==> config.mk <==
export PLATFORM = sky130hd
export DESIGN_NAME = bresenham_line_to_page_framebuffer_top
export DESIGN_NICKNAME = d
export VERILOG_FILES = /design/src/sv/brl_pkg.sv /design/src/sv/brl_ctrl.sv /design/src/sv/brl_datapath.sv /design/src/sv/bresenham_line_to_page_framebuffer_top.sv
export SDC_FILE = /design/constraint.sdc
export NUM_CORES = 2
export LEC_CHECK = 0
export BUFFER_PORTS_ARGS = -buffer_cell sky130_fd_sc_hd__buf_2
export CAP_MARGIN = 10
export CORE_MARGIN = 3
export CORE_UTILIZATION = 57
export DETAILED_ROUTE_END_ITERATION = 16
export PLACE_DENSITY = 0.79
export SYNTH_ARGS = -nofsm -noshare
export SYNTH_HDL_FRONTEND = slang
export SYNTH_HIERARCHICAL = 1
export SYNTH_SLANG_ARGS = --single-unit
==> constraint.sdc <==
create_clock -name clk -period 8.97 [get_ports clk]
set_clock_uncertainty 0.15 [all_clocks]
set_input_delay 0 -clock clk [delete_from_list [all_inputs] [get_ports clk]]
set_output_delay 0 -clock clk [all_outputs]
set_load 0.02 [all_outputs]
==> src/sv/brl_pkg.sv <==
// Shared constants, opcodes and controller/datapath interface types for the line rasterizer.
package brl_pkg;

  // Default screen geometry
  localparam int SCREEN_WIDTH_DEF  = 128;
  localparam int SCREEN_HEIGHT_DEF = 32;

  // Field widths fixed by the request format
  localparam int OP_W    = 2;
  localparam int COORD_W = 9;
  localparam int BADDR_W = 9;
  localparam int DATA_W  = 8;
  localparam int CNT_W   = 8;
  // Bresenham error term: covers +/- (2*d + 2*run) for runs up to 511
  localparam int ERR_W   = 13;

  // Command opcodes
  localparam logic [OP_W-1:0] OP_CLEAR = 2'd0;
  localparam logic [OP_W-1:0] OP_DRAW  = 2'd1;
  localparam logic [OP_W-1:0] OP_READ  = 2'd2;

  // Controller to datapath commands
  typedef struct packed {
    logic load;      // capture the accepted request
    logic sweep_en;  // zero one store byte, advance sweep pointer
    logic setup_a;   // pick major axis and ordered endpoints
    logic setup_b;   // deltas, step sign, initial error
    logic step;      // issue current pixel, advance the line walker
    logic rd_issue;  // present the read address to the store
    logic out_load;  // load the result register
  } brl_cmd_t;

  // Datapath to controller status
  typedef struct packed {
    logic sweep_last;  // sweep pointer on the final byte
    logic step_last;   // walker on the final pixel of the line
    logic pipe_busy;   // pixel read-modify-write still in flight
  } brl_status_t;

endpackage

==> src/sv/brl_ctrl.sv <==
// Controller state machine: sequences clear sweeps, line draws and byte reads.
module brl_ctrl (
  input  logic                      clk,
  input  logic                      rst_n,
  input  logic                      in_valid,
  input  logic [brl_pkg::OP_W-1:0]  in_opcode,
  output logic                      in_stall,
  output logic                      out_valid,
  input  logic                      out_stall,
  input  brl_pkg::brl_status_t      status,
  output brl_pkg::brl_cmd_t         cmd
);
  import brl_pkg::*;

  typedef enum logic [3:0] {
    S_INIT,
    S_IDLE,
    S_CLEAR,
    S_SETUP_A,
    S_SETUP_B,
    S_DRAW,
    S_DRAIN,
    S_READ,
    S_READ_WAIT,
    S_FINISH
  } state_t;

  state_t state_r, state_nxt;
  logic   out_valid_r, out_valid_nxt;
  logic   accept;
  logic   out_free;

  assign in_stall  = (state_r != S_IDLE);
  assign accept    = in_valid && (state_r == S_IDLE);
  assign out_free  = !out_valid_r || !out_stall;
  assign out_valid = out_valid_r;

  // Command decode and next state
  always_comb begin
    cmd           = '0;
    state_nxt     = state_r;
    out_valid_nxt = out_valid_r && out_stall;
    case (state_r)
      S_INIT: begin
        cmd.sweep_en = 1'b1;
        if (status.sweep_last) state_nxt = S_IDLE;
      end
      S_IDLE: begin
        if (accept) begin
          cmd.load = 1'b1;
          case (in_opcode)
            OP_CLEAR: state_nxt = S_CLEAR;
            OP_DRAW:  state_nxt = S_SETUP_A;
            OP_READ:  state_nxt = S_READ;
            default:  state_nxt = S_FINISH;
          endcase
        end
      end
      S_CLEAR: begin
        cmd.sweep_en = 1'b1;
        if (status.sweep_last) state_nxt = S_FINISH;
      end
      S_SETUP_A: begin
        cmd.setup_a = 1'b1;
        state_nxt   = S_SETUP_B;
      end
      S_SETUP_B: begin
        cmd.setup_b = 1'b1;
        state_nxt   = S_DRAW;
      end
      S_DRAW: begin
        cmd.step = 1'b1;
        if (status.step_last) state_nxt = S_DRAIN;
      end
      S_DRAIN: begin
        if (!status.pipe_busy) state_nxt = S_FINISH;
      end
      S_READ: begin
        cmd.rd_issue = 1'b1;
        state_nxt    = S_READ_WAIT;
      end
      S_READ_WAIT: begin
        state_nxt = S_FINISH;
      end
      S_FINISH: begin
        // hold the result until the output register is free
        if (out_free) begin
          cmd.out_load  = 1'b1;
          out_valid_nxt = 1'b1;
          state_nxt     = S_IDLE;
        end
      end
      default: begin
        state_nxt = S_IDLE;
      end
    endcase
  end

  // State and registered outputs
  always_ff @(posedge clk) begin
    if (!rst_n) begin
      state_r     <= S_INIT;
      out_valid_r <= 1'b0;
    end else begin
      state_r     <= state_nxt;
      out_valid_r <= out_valid_nxt;
    end
  end

endmodule

==> src/sv/brl_datapath.sv <==
// Datapath: request registers, Bresenham walker, pixel read-modify-write pipe and frame store.
module brl_datapath #(
  parameter int SCREEN_WIDTH  = brl_pkg::SCREEN_WIDTH_DEF,
  parameter int SCREEN_HEIGHT = brl_pkg::SCREEN_HEIGHT_DEF
) (
  input  logic                                clk,
  input  logic                                rst_n,
  input  logic [brl_pkg::OP_W-1:0]            in_opcode,
  input  logic signed [brl_pkg::COORD_W-1:0]  in_start_x,
  input  logic signed [brl_pkg::COORD_W-1:0]  in_start_y,
  input  logic signed [brl_pkg::COORD_W-1:0]  in_end_x,
  input  logic signed [brl_pkg::COORD_W-1:0]  in_end_y,
  input  logic [brl_pkg::BADDR_W-1:0]         in_byte_address,
  input  brl_pkg::brl_cmd_t                   cmd,
  output brl_pkg::brl_status_t                status,
  output logic [brl_pkg::DATA_W-1:0]          out_read_data,
  output logic [brl_pkg::CNT_W-1:0]           out_pixels_drawn
);
  import brl_pkg::*;

  localparam int PAGE_COUNT  = (SCREEN_HEIGHT + 7) / 8;
  localparam int STORE_BYTES = SCREEN_WIDTH * PAGE_COUNT;
  localparam int ADDR_W      = $clog2(STORE_BYTES);

  // Captured request
  logic [OP_W-1:0]           op_r;
  logic signed [COORD_W-1:0] x0_r, y0_r, x1_r, y1_r;
  logic [BADDR_W-1:0]        baddr_r;

  // Line walker
  logic signed [COORD_W-1:0] a_r, a_end_r, b_r, b_end_r;
  logic                      major_y_r;
  logic                      s_neg_r;
  logic signed [ERR_W-1:0]   err_r, two_d_r, two_run_r;
  logic [CNT_W-1:0]          cnt_r;

  // Store, sweep pointer and RMW pipe
  logic [DATA_W-1:0] mem [STORE_BYTES];
  logic [ADDR_W-1:0] clr_cnt_r;
  logic [ADDR_W-1:0] p1_addr_r, p2_addr_r, lw_addr_r;
  logic [DATA_W-1:0] p1_mask_r, p2_mask_r, lw_data_r;
  logic              p1_v_r, p2_v_r, lw_v_r;
  logic [DATA_W-1:0] rd_data_r;
  logic              rd_ok_r;

  logic [DATA_W-1:0] out_rd_r;
  logic [CNT_W-1:0]  out_px_r;

  // Setup A: axis choice and endpoint ordering
  logic signed [COORD_W:0] dx, dy, adx, ady;
  logic                    pick_y, do_swap;
  // Setup B: deltas
  logic signed [COORD_W:0] run_w, db_w, d_w;
  // Step: current pixel
  logic signed [COORD_W-1:0] px, py;
  logic                      on_screen;
  logic                      err_pos;
  logic [ADDR_W-1:0]         pix_addr;
  logic [DATA_W-1:0]         wr_data;

  always_comb begin
    dx      = (COORD_W+1)'(x1_r) - (COORD_W+1)'(x0_r);
    dy      = (COORD_W+1)'(y1_r) - (COORD_W+1)'(y0_r);
    adx     = dx[COORD_W] ? -dx : dx;
    ady     = dy[COORD_W] ? -dy : dy;
    pick_y  = !(ady < adx);
    do_swap = pick_y ? (y0_r > y1_r) : (x0_r > x1_r);

    run_w = (COORD_W+1)'(a_end_r) - (COORD_W+1)'(a_r);
    db_w  = (COORD_W+1)'(b_end_r) - (COORD_W+1)'(b_r);
    d_w   = db_w[COORD_W] ? -db_w : db_w;

    px        = major_y_r ? b_r : a_r;
    py        = major_y_r ? a_r : b_r;
    on_screen = !px[COORD_W-1] && (int'(px) < SCREEN_WIDTH) &&
                !py[COORD_W-1] && (int'(py) < SCREEN_HEIGHT);
    pix_addr  = ADDR_W'(int'(py[COORD_W-1:3]) * SCREEN_WIDTH + int'(px));
    err_pos   = (err_r > 0);

    // merge with the byte written last cycle when it is the same byte
    wr_data = ((lw_v_r && (lw_addr_r == p2_addr_r)) ? lw_data_r : rd_data_r) | p2_mask_r;
  end

  // Request capture, walker setup and stepping
  always_ff @(posedge clk) begin
    if (cmd.load) begin
      op_r    <= in_opcode;
      x0_r    <= in_start_x;
      y0_r    <= in_start_y;
      x1_r    <= in_end_x;
      y1_r    <= in_end_y;
      baddr_r <= in_byte_address;
      cnt_r   <= '0;
    end
    if (cmd.setup_a) begin
      major_y_r <= pick_y;
      if (pick_y) begin
        a_r     <= do_swap ? y1_r : y0_r;
        a_end_r <= do_swap ? y0_r : y1_r;
        b_r     <= do_swap ? x1_r : x0_r;
        b_end_r <= do_swap ? x0_r : x1_r;
      end else begin
        a_r     <= do_swap ? x1_r : x0_r;
        a_end_r <= do_swap ? x0_r : x1_r;
        b_r     <= do_swap ? y1_r : y0_r;
        b_end_r <= do_swap ? y0_r : y1_r;
      end
    end
    if (cmd.setup_b) begin
      s_neg_r   <= db_w[COORD_W];
      two_d_r   <= ERR_W'(d_w) <<< 1;
      two_run_r <= ERR_W'(run_w) <<< 1;
      err_r     <= (ERR_W'(d_w) <<< 1) - ERR_W'(run_w);
    end
    if (cmd.step) begin
      a_r   <= a_r + COORD_W'(1);
      err_r <= err_r + two_d_r - (err_pos ? two_run_r : ERR_W'(0));
      if (err_pos) b_r <= s_neg_r ? b_r - COORD_W'(1) : b_r + COORD_W'(1);
      if (on_screen && (cnt_r != {CNT_W{1'b1}})) cnt_r <= cnt_r + CNT_W'(1);
    end
  end

  // Pixel pipe control and sweep pointer
  always_ff @(posedge clk) begin
    if (!rst_n) begin
      clr_cnt_r <= '0;
      p1_v_r    <= 1'b0;
      p2_v_r    <= 1'b0;
      lw_v_r    <= 1'b0;
    end else begin
      if (cmd.sweep_en) begin
        clr_cnt_r <= status.sweep_last ? '0 : clr_cnt_r + ADDR_W'(1);
      end
      p1_v_r <= cmd.step && on_screen;
      p2_v_r <= p1_v_r;
      lw_v_r <= p2_v_r;
    end
  end

  // Pipe payload: issue stage, read stage, last-write bypass
  always_ff @(posedge clk) begin
    if (cmd.step) begin
      p1_addr_r <= pix_addr;
      p1_mask_r <= DATA_W'(1) << py[2:0];
    end else if (cmd.rd_issue) begin
      p1_addr_r <= ADDR_W'(baddr_r);
      rd_ok_r   <= (int'(baddr_r) < STORE_BYTES);
    end
    p2_addr_r <= p1_addr_r;
    p2_mask_r <= p1_mask_r;
    lw_addr_r <= p2_addr_r;
    lw_data_r <= wr_data;
  end

  // Frame store: one write port, one registered read port
  always_ff @(posedge clk) begin
    rd_data_r <= mem[p1_addr_r];
    if (cmd.sweep_en) begin
      mem[clr_cnt_r] <= '0;
    end else if (p2_v_r) begin
      mem[p2_addr_r] <= wr_data;
    end
  end

  // Result register
  always_ff @(posedge clk) begin
    if (cmd.out_load) begin
      out_rd_r <= ((op_r == OP_READ) && rd_ok_r) ? rd_data_r : '0;
      out_px_r <= (op_r == OP_DRAW) ? cnt_r : '0;
    end
  end

  assign status.sweep_last = (clr_cnt_r == ADDR_W'(STORE_BYTES - 1));
  assign status.step_last  = (a_r == a_end_r);
  assign status.pipe_busy  = p1_v_r || p2_v_r;
  assign out_read_data     = out_rd_r;
  assign out_pixels_drawn  = out_px_r;

endmodule

==> src/sv/bresenham_line_to_page_framebuffer_top.sv <==
// Per request: a read issues the address to the store and waits for its data; an unused opcode
// finishes at once; a clear zeroes SCREEN_WIDTH*ceil(SCREEN_HEIGHT/8) bytes; a draw walks the
// major axis at one pixel per cycle, then the three-stage read-modify-write pipe drains.
// One request is in work at a time; out_valid rises in the same cycle that the next request can be
// taken, and a finished result waits while the output register is still held.
// Reset (rst_n, synchronous, active low) clears all 512 bytes by default, one byte per cycle.
module bresenham_line_to_page_framebuffer_top #(
  parameter int SCREEN_WIDTH  = brl_pkg::SCREEN_WIDTH_DEF,
  parameter int SCREEN_HEIGHT = brl_pkg::SCREEN_HEIGHT_DEF
) (
  input  logic                                clk,
  input  logic                                rst_n,
  input  logic                                in_valid,
  output logic                                in_stall,
  input  logic [brl_pkg::OP_W-1:0]            in_opcode,
  input  logic signed [brl_pkg::COORD_W-1:0]  in_start_x,
  input  logic signed [brl_pkg::COORD_W-1:0]  in_start_y,
  input  logic signed [brl_pkg::COORD_W-1:0]  in_end_x,
  input  logic signed [brl_pkg::COORD_W-1:0]  in_end_y,
  input  logic [brl_pkg::BADDR_W-1:0]         in_byte_address,
  output logic                                out_valid,
  input  logic                                out_stall,
  output logic [brl_pkg::DATA_W-1:0]          out_read_data,
  output logic [brl_pkg::CNT_W-1:0]           out_pixels_drawn
);
  import brl_pkg::*;

  brl_cmd_t    cmd;
  brl_status_t status;

  brl_ctrl u_ctrl (
    .clk       (clk),
    .rst_n     (rst_n),
    .in_valid  (in_valid),
    .in_opcode (in_opcode),
    .in_stall  (in_stall),
    .out_valid (out_valid),
    .out_stall (out_stall),
    .status    (status),
    .cmd       (cmd)
  );

  brl_datapath #(
    .SCREEN_WIDTH  (SCREEN_WIDTH),
    .SCREEN_HEIGHT (SCREEN_HEIGHT)
  ) u_dp (
    .clk              (clk),
    .rst_n            (rst_n),
    .in_opcode        (in_opcode),
    .in_start_x       (in_start_x),
    .in_start_y       (in_start_y),
    .in_end_x         (in_end_x),
    .in_end_y         (in_end_y),
    .in_byte_address  (in_byte_address),
    .cmd              (cmd),
    .status           (status),
    .out_read_data    (out_read_data),
    .out_pixels_drawn (out_pixels_drawn)
  );

endmodule
==> reports/qor.log <==
qor: synth.yosys_warnings 6
qor: detailed_routing.detail_route.drc_violations 0
qor: floorplan.starting_density_of_the_core 57.6%
qor: synth.synthesized_flop_and_latch_total 4314
qor: setup_path.critPathSlowestCell sky130_fd_sc_hd__nor2b_4
qor: setup_path.reg2reg_from u_dp/p1_addr_r[4]$_DFFE_PP_
qor: cells_and_area.layout_commonest_cell sky130_fd_sc_hd__edfxtp_1
qor: setup_path.critical_path.cell_chain nor2b_4, buf_4, nand2_4, buf_4, o221ai_1, a211oi_1, a21oi_1, nand4_1, nand3_1, and4_1
qor: pwr.power.static_leakage 50.8 nW
qor: clock_network.tritoncts.num_buffers 414
qor: clock_network.number_of_h_tree_levels 5
qor: synth.synth_largest_type_area_fraction 74.9%
qor: timing.fin_ws 3.23 ns
qor: synth.synth_top_cells_by_area sky130_fd_sc_hd__edfxtp_1, sky130_fd_sc_hd__mux4_2, sky130_fd_sc_hd__mux2i_1, sky130_fd_sc_hd__nor2_1, sky130_fd_sc_hd__a22oi_1
qor: synth.synthDominantAreaCellType sky130_fd_sc_hd__edfxtp_1
qor: synth.synth.net_count 8794
qor: floorplan.die-area 305000 µm²
qor: detailed_routing.postRouteAntennaNets 0
qor: clock_network.cts.path.max_buffers 4
qor: setup_path.critical_path.max_fanout 64
qor: clock_network.tritoncts done
qor: timing.worst_slew_margin_rel 13.1%
qor: synth.yosysSeqAreaShare 75.8%
qor: pwr.p_total 0.0391 W
qor: timing.tightest_slew 1.30 ns
qor: cells_and_area.fin_util 63.8%
qor: pwr.pwr_density_cell 208 nW/µm²
qor: place.routabilityCongestion 0.903
qor: cells_and_area.design.final.nets 8979
qor: detailed_routing.vias 90100
qor: setup_path.critical_path_endpoint_category flop
qor: clock_network.cts_root_buf sky130_fd_sc_hd__clkbuf_16
qor: setup_path.worst_ep_arrival_time 6.46 ns
qor: timing.finalSetupViolations 0
qor: clock_network.cts_sinks 4314
qor: setup_path.source_of_the_critical_timing_path u_dp/p1_addr_r[4]$_DFFE_PP_
qor: place.port_buffers 68
qor: timing.post-route-period-util 64.0%
qor: synth.synthesis.area 170000 µm²
qor: hold_path.hold-path-cell-count 6
qor: detailed_routing.route.final.wire_length 426000 µm
qor: hold_path.hold_path.class input pin to flop
qor: cells_and_area.fillers 18600
qor: timing.drv_slew 0
qor: grt.globalRouteTotalUtil 27.7%
qor: timing.timing.fmax 174 MHz
qor: setup_path.worst-path-buf-inv 2
qor: setup_path.critPathRequiredTime 9.68 ns
qor: timing.finalSetupTns 0 ns
qor: floorplan.row_count 199
qor: pwr.vdd_drop_max 161 µV
qor: detailed_routing.drt_first_iter_violations 14200
qor: detailed_routing.drt_pass1_iterations 6
qor: detailed_routing.vias_per_cell 6.88
qor: grt.grt_pass1_wl 626000 µm
qor: clock_network.clkSlewWorstSetupHoldPaths 0.07 ns
qor: setup_path.worstSetupPathType flop to flop
qor: grt.pin_count_of_the_biggest_net_entering_global_routing 185
qor: floorplan.die_height 552 µm
qor: timing.hold-worst-slack 0.0985 ns
qor: timing.final.min_clock_period 5.74 ns
qor: flow_run.cap_viol_max_count 0
qor: synth.syn_area_per_cell 19.7 µm²
qor: setup_path.worstRegToRegCells 10
qor: setup_path.kind_of_launch_point_of_the_worst_setup_path flop
qor: place.pre_cts_ws 3.59 ns
qor: floorplan.placeableCoreArea 295000 µm²
qor: synth.postSynthCellCount 8645
qor: place.dp.final_hpwl 236000 µm
qor: timing.hold_violations 0
qor: setup_path.critical_path_s_largest_stage_delay 1.07 ns
qor: run_status.outcome finished, final reports clean
qor: synth.synth_ff_type sky130_fd_sc_hd__edfxtp_1
qor: synth.synth.distinct_cells 63
qor: grt.grt-ovfl-total 0
qor: grt.via_count_of_the_first_global_routing_pass 90600
qor: cells_and_area.final_cell_mix sky130_fd_sc_hd__edfxtp_1, sky130_fd_sc_hd__mux4_2, sky130_fd_sc_hd__nor2_1, sky130_fd_sc_hd__clkbuf_16, sky130_fd_sc_hd__mux2i_1
qor: setup_path.worst-path-stages 10
qor: setup_path.critical_path.top_delay_family simple AND/OR/NAND/NOR gates
qor: setup_path.worstReg2RegEnd u_dp/rd_data_r[7]$_DFF_P_
qor: detailed_routing.post_drt_wl_per_cell 32.5 µm
qor: floorplan.io_pins 69
qor: cells_and_area.drive_above_1_share 18.5%
qor: setup_path.cpMostUsedCell sky130_fd_sc_hd__buf_4
qor: setup_path.worstSetupEndpoint u_dp/rd_data_r[7]$_DFF_P_
qor: floorplan.floorplan.die.width 552 µm
qor: synth.synth_enable_flop_cells 4238
qor: cells_and_area.syn_to_final_growth 10.8%
qor: clock_network.clk_latency 0.93 ns
qor: synth.synthArstFlopShare 0%
qor: timing.setup_repair_after_global_routing_missed_its_margin false
qor: setup_path.r2r_slack 3.23 ns
qor: grt.antenna_found_initial 21
[metrics by stage]
step	std cells	instance area [µm²]
2_1_floorplan	8645	170000
3_3_place_gp	12200	174000
3_5_place_dp	12200	174000
4_1_cts	13100	188000
5_1_grt	13100	188000
6_report	13100	188000
[power breakdown]
group	leakage (nW)	internal, W	switching, W
Clock	6.40	0.00957	0.00747
Combinational	13.1	0.0000964	0.000169
Sequential	31.2	0.0218	0.0000184
[sequential cells by signal, indices dropped and copies added, names as in the netlist, 9 cells and up]
name	count
u_dp/b_end_r	9
u_dp/a_r	9
u_dp/p2_addr_r	9
u_dp/two_d_r	10
u_dp/err_r	13
u_dp/y0_r	9
u_dp/two_run_r	10
u_dp/a_end_r	9
u_dp/baddr_r	9
u_dp/p1_addr_r	9
u_dp/b_r	9
u_dp/mem	4096
u_dp/x1_r	9
u_dp/lw_addr_r	9
u_dp/y1_r	9
u_dp/x0_r	9
u_dp/clr_cnt_r	9
[tightest hold or removal path, cell delays in order]
cell and delay [ns]:
sky130_fd_sc_hd__dlygate4sd3_1 0.54, sky130_fd_sc_hd__buf_2 0.16, sky130_fd_sc_hd__nor2_1 0.09, sky130_fd_sc_hd__nor3_1 0.05
sky130_fd_sc_hd__nor4_1 0.21, sky130_fd_sc_hd__a211oi_1 0.09
[how the worst min path moves through the flow]
stage | endpoint | start
floorplan | u_dp/baddr_r[0]$_DFFE_PP_ | in_byte_address[0]
global placement | u_dp/y0_r[8]$_DFFE_PP_ | in_start_y[8]
detailed placement | u_dp/y0_r[2]$_DFFE_PP_ | in_start_y[2]
CTS | u_ctrl/state_r[0]$_SDFFE_PN0P_ | in_opcode[0]
global route | u_ctrl/state_r[0]$_SDFFE_PN0P_ | in_opcode[0]
finish | u_ctrl/state_r[0]$_SDFFE_PN0P_ | in_opcode[0]
[timing repair]
item	CTS	global route
setup buffers	0	0
hold buffers	101	0
resized for setup	0	0
endpoints found under the hold margin	127	0
[per-layer routing]
layer / wire length, µm / global-route usage, % / vias to the layer above
li1: - / - / 35900
met1: 149000 / 37.9 / 46100
met2: 201000 / 42.9 / 6949
met3: 56300 / 7.16 / 1207
met4: 20200 / 11.8 / 16
met5: 153 / 0 / -
[cells by family after synthesis]
logic type      Yosys count  share of synthesized area [%]
flops                  4314                           75.8
mux                    1242                           13.7
simple gates           1238                           3.23
compound gates         1013                           4.16
buf+inv                 640                           1.79
xor+xnor                100                          0.515
fa+ha+maj                98                          0.801
[cell usage after synthesis (all sizes together) (5+ instances only)]
library cell and instances:
a22o 41, mux4 872, buf 277, nand3b 10, a221o 14, o41ai 9
nor3 49, or2 6, a221oi 11, xnor2 80, nand3 147, fa 18
o22ai 17, clkbuf 241, and3 5, o31ai 8, and4 8, nor4 6
a211o 9, a31o 7, a22oi 298, edfxtp 4238, a21boi 7, o21a 8
inv 121, o21ai 85, nand2b 18, a31oi 35, xor2 20, nor2 633
mux2i 366, nor2b 37, dfxtp 76, a21oi 231, a21o 20, nor3b 6
ha 80, nand2 189, o221ai 138, a211oi 63, nand4 64, and2 43
or3 9
[cell type report]
type,count,area (µm²),share of cell area (%)
clock inverter,251,2290,1.22
inverter,122,458,0.243
clock buffer,504,10800,5.76
antenna,12,30.0,0.0159
sequential,4314,129000,68.4
multi-input combinational,3691,38400,20.4
tap,3919,4900,2.60
timing repair buffer,287,2590,1.37
(Power assumes the default switching activity.)
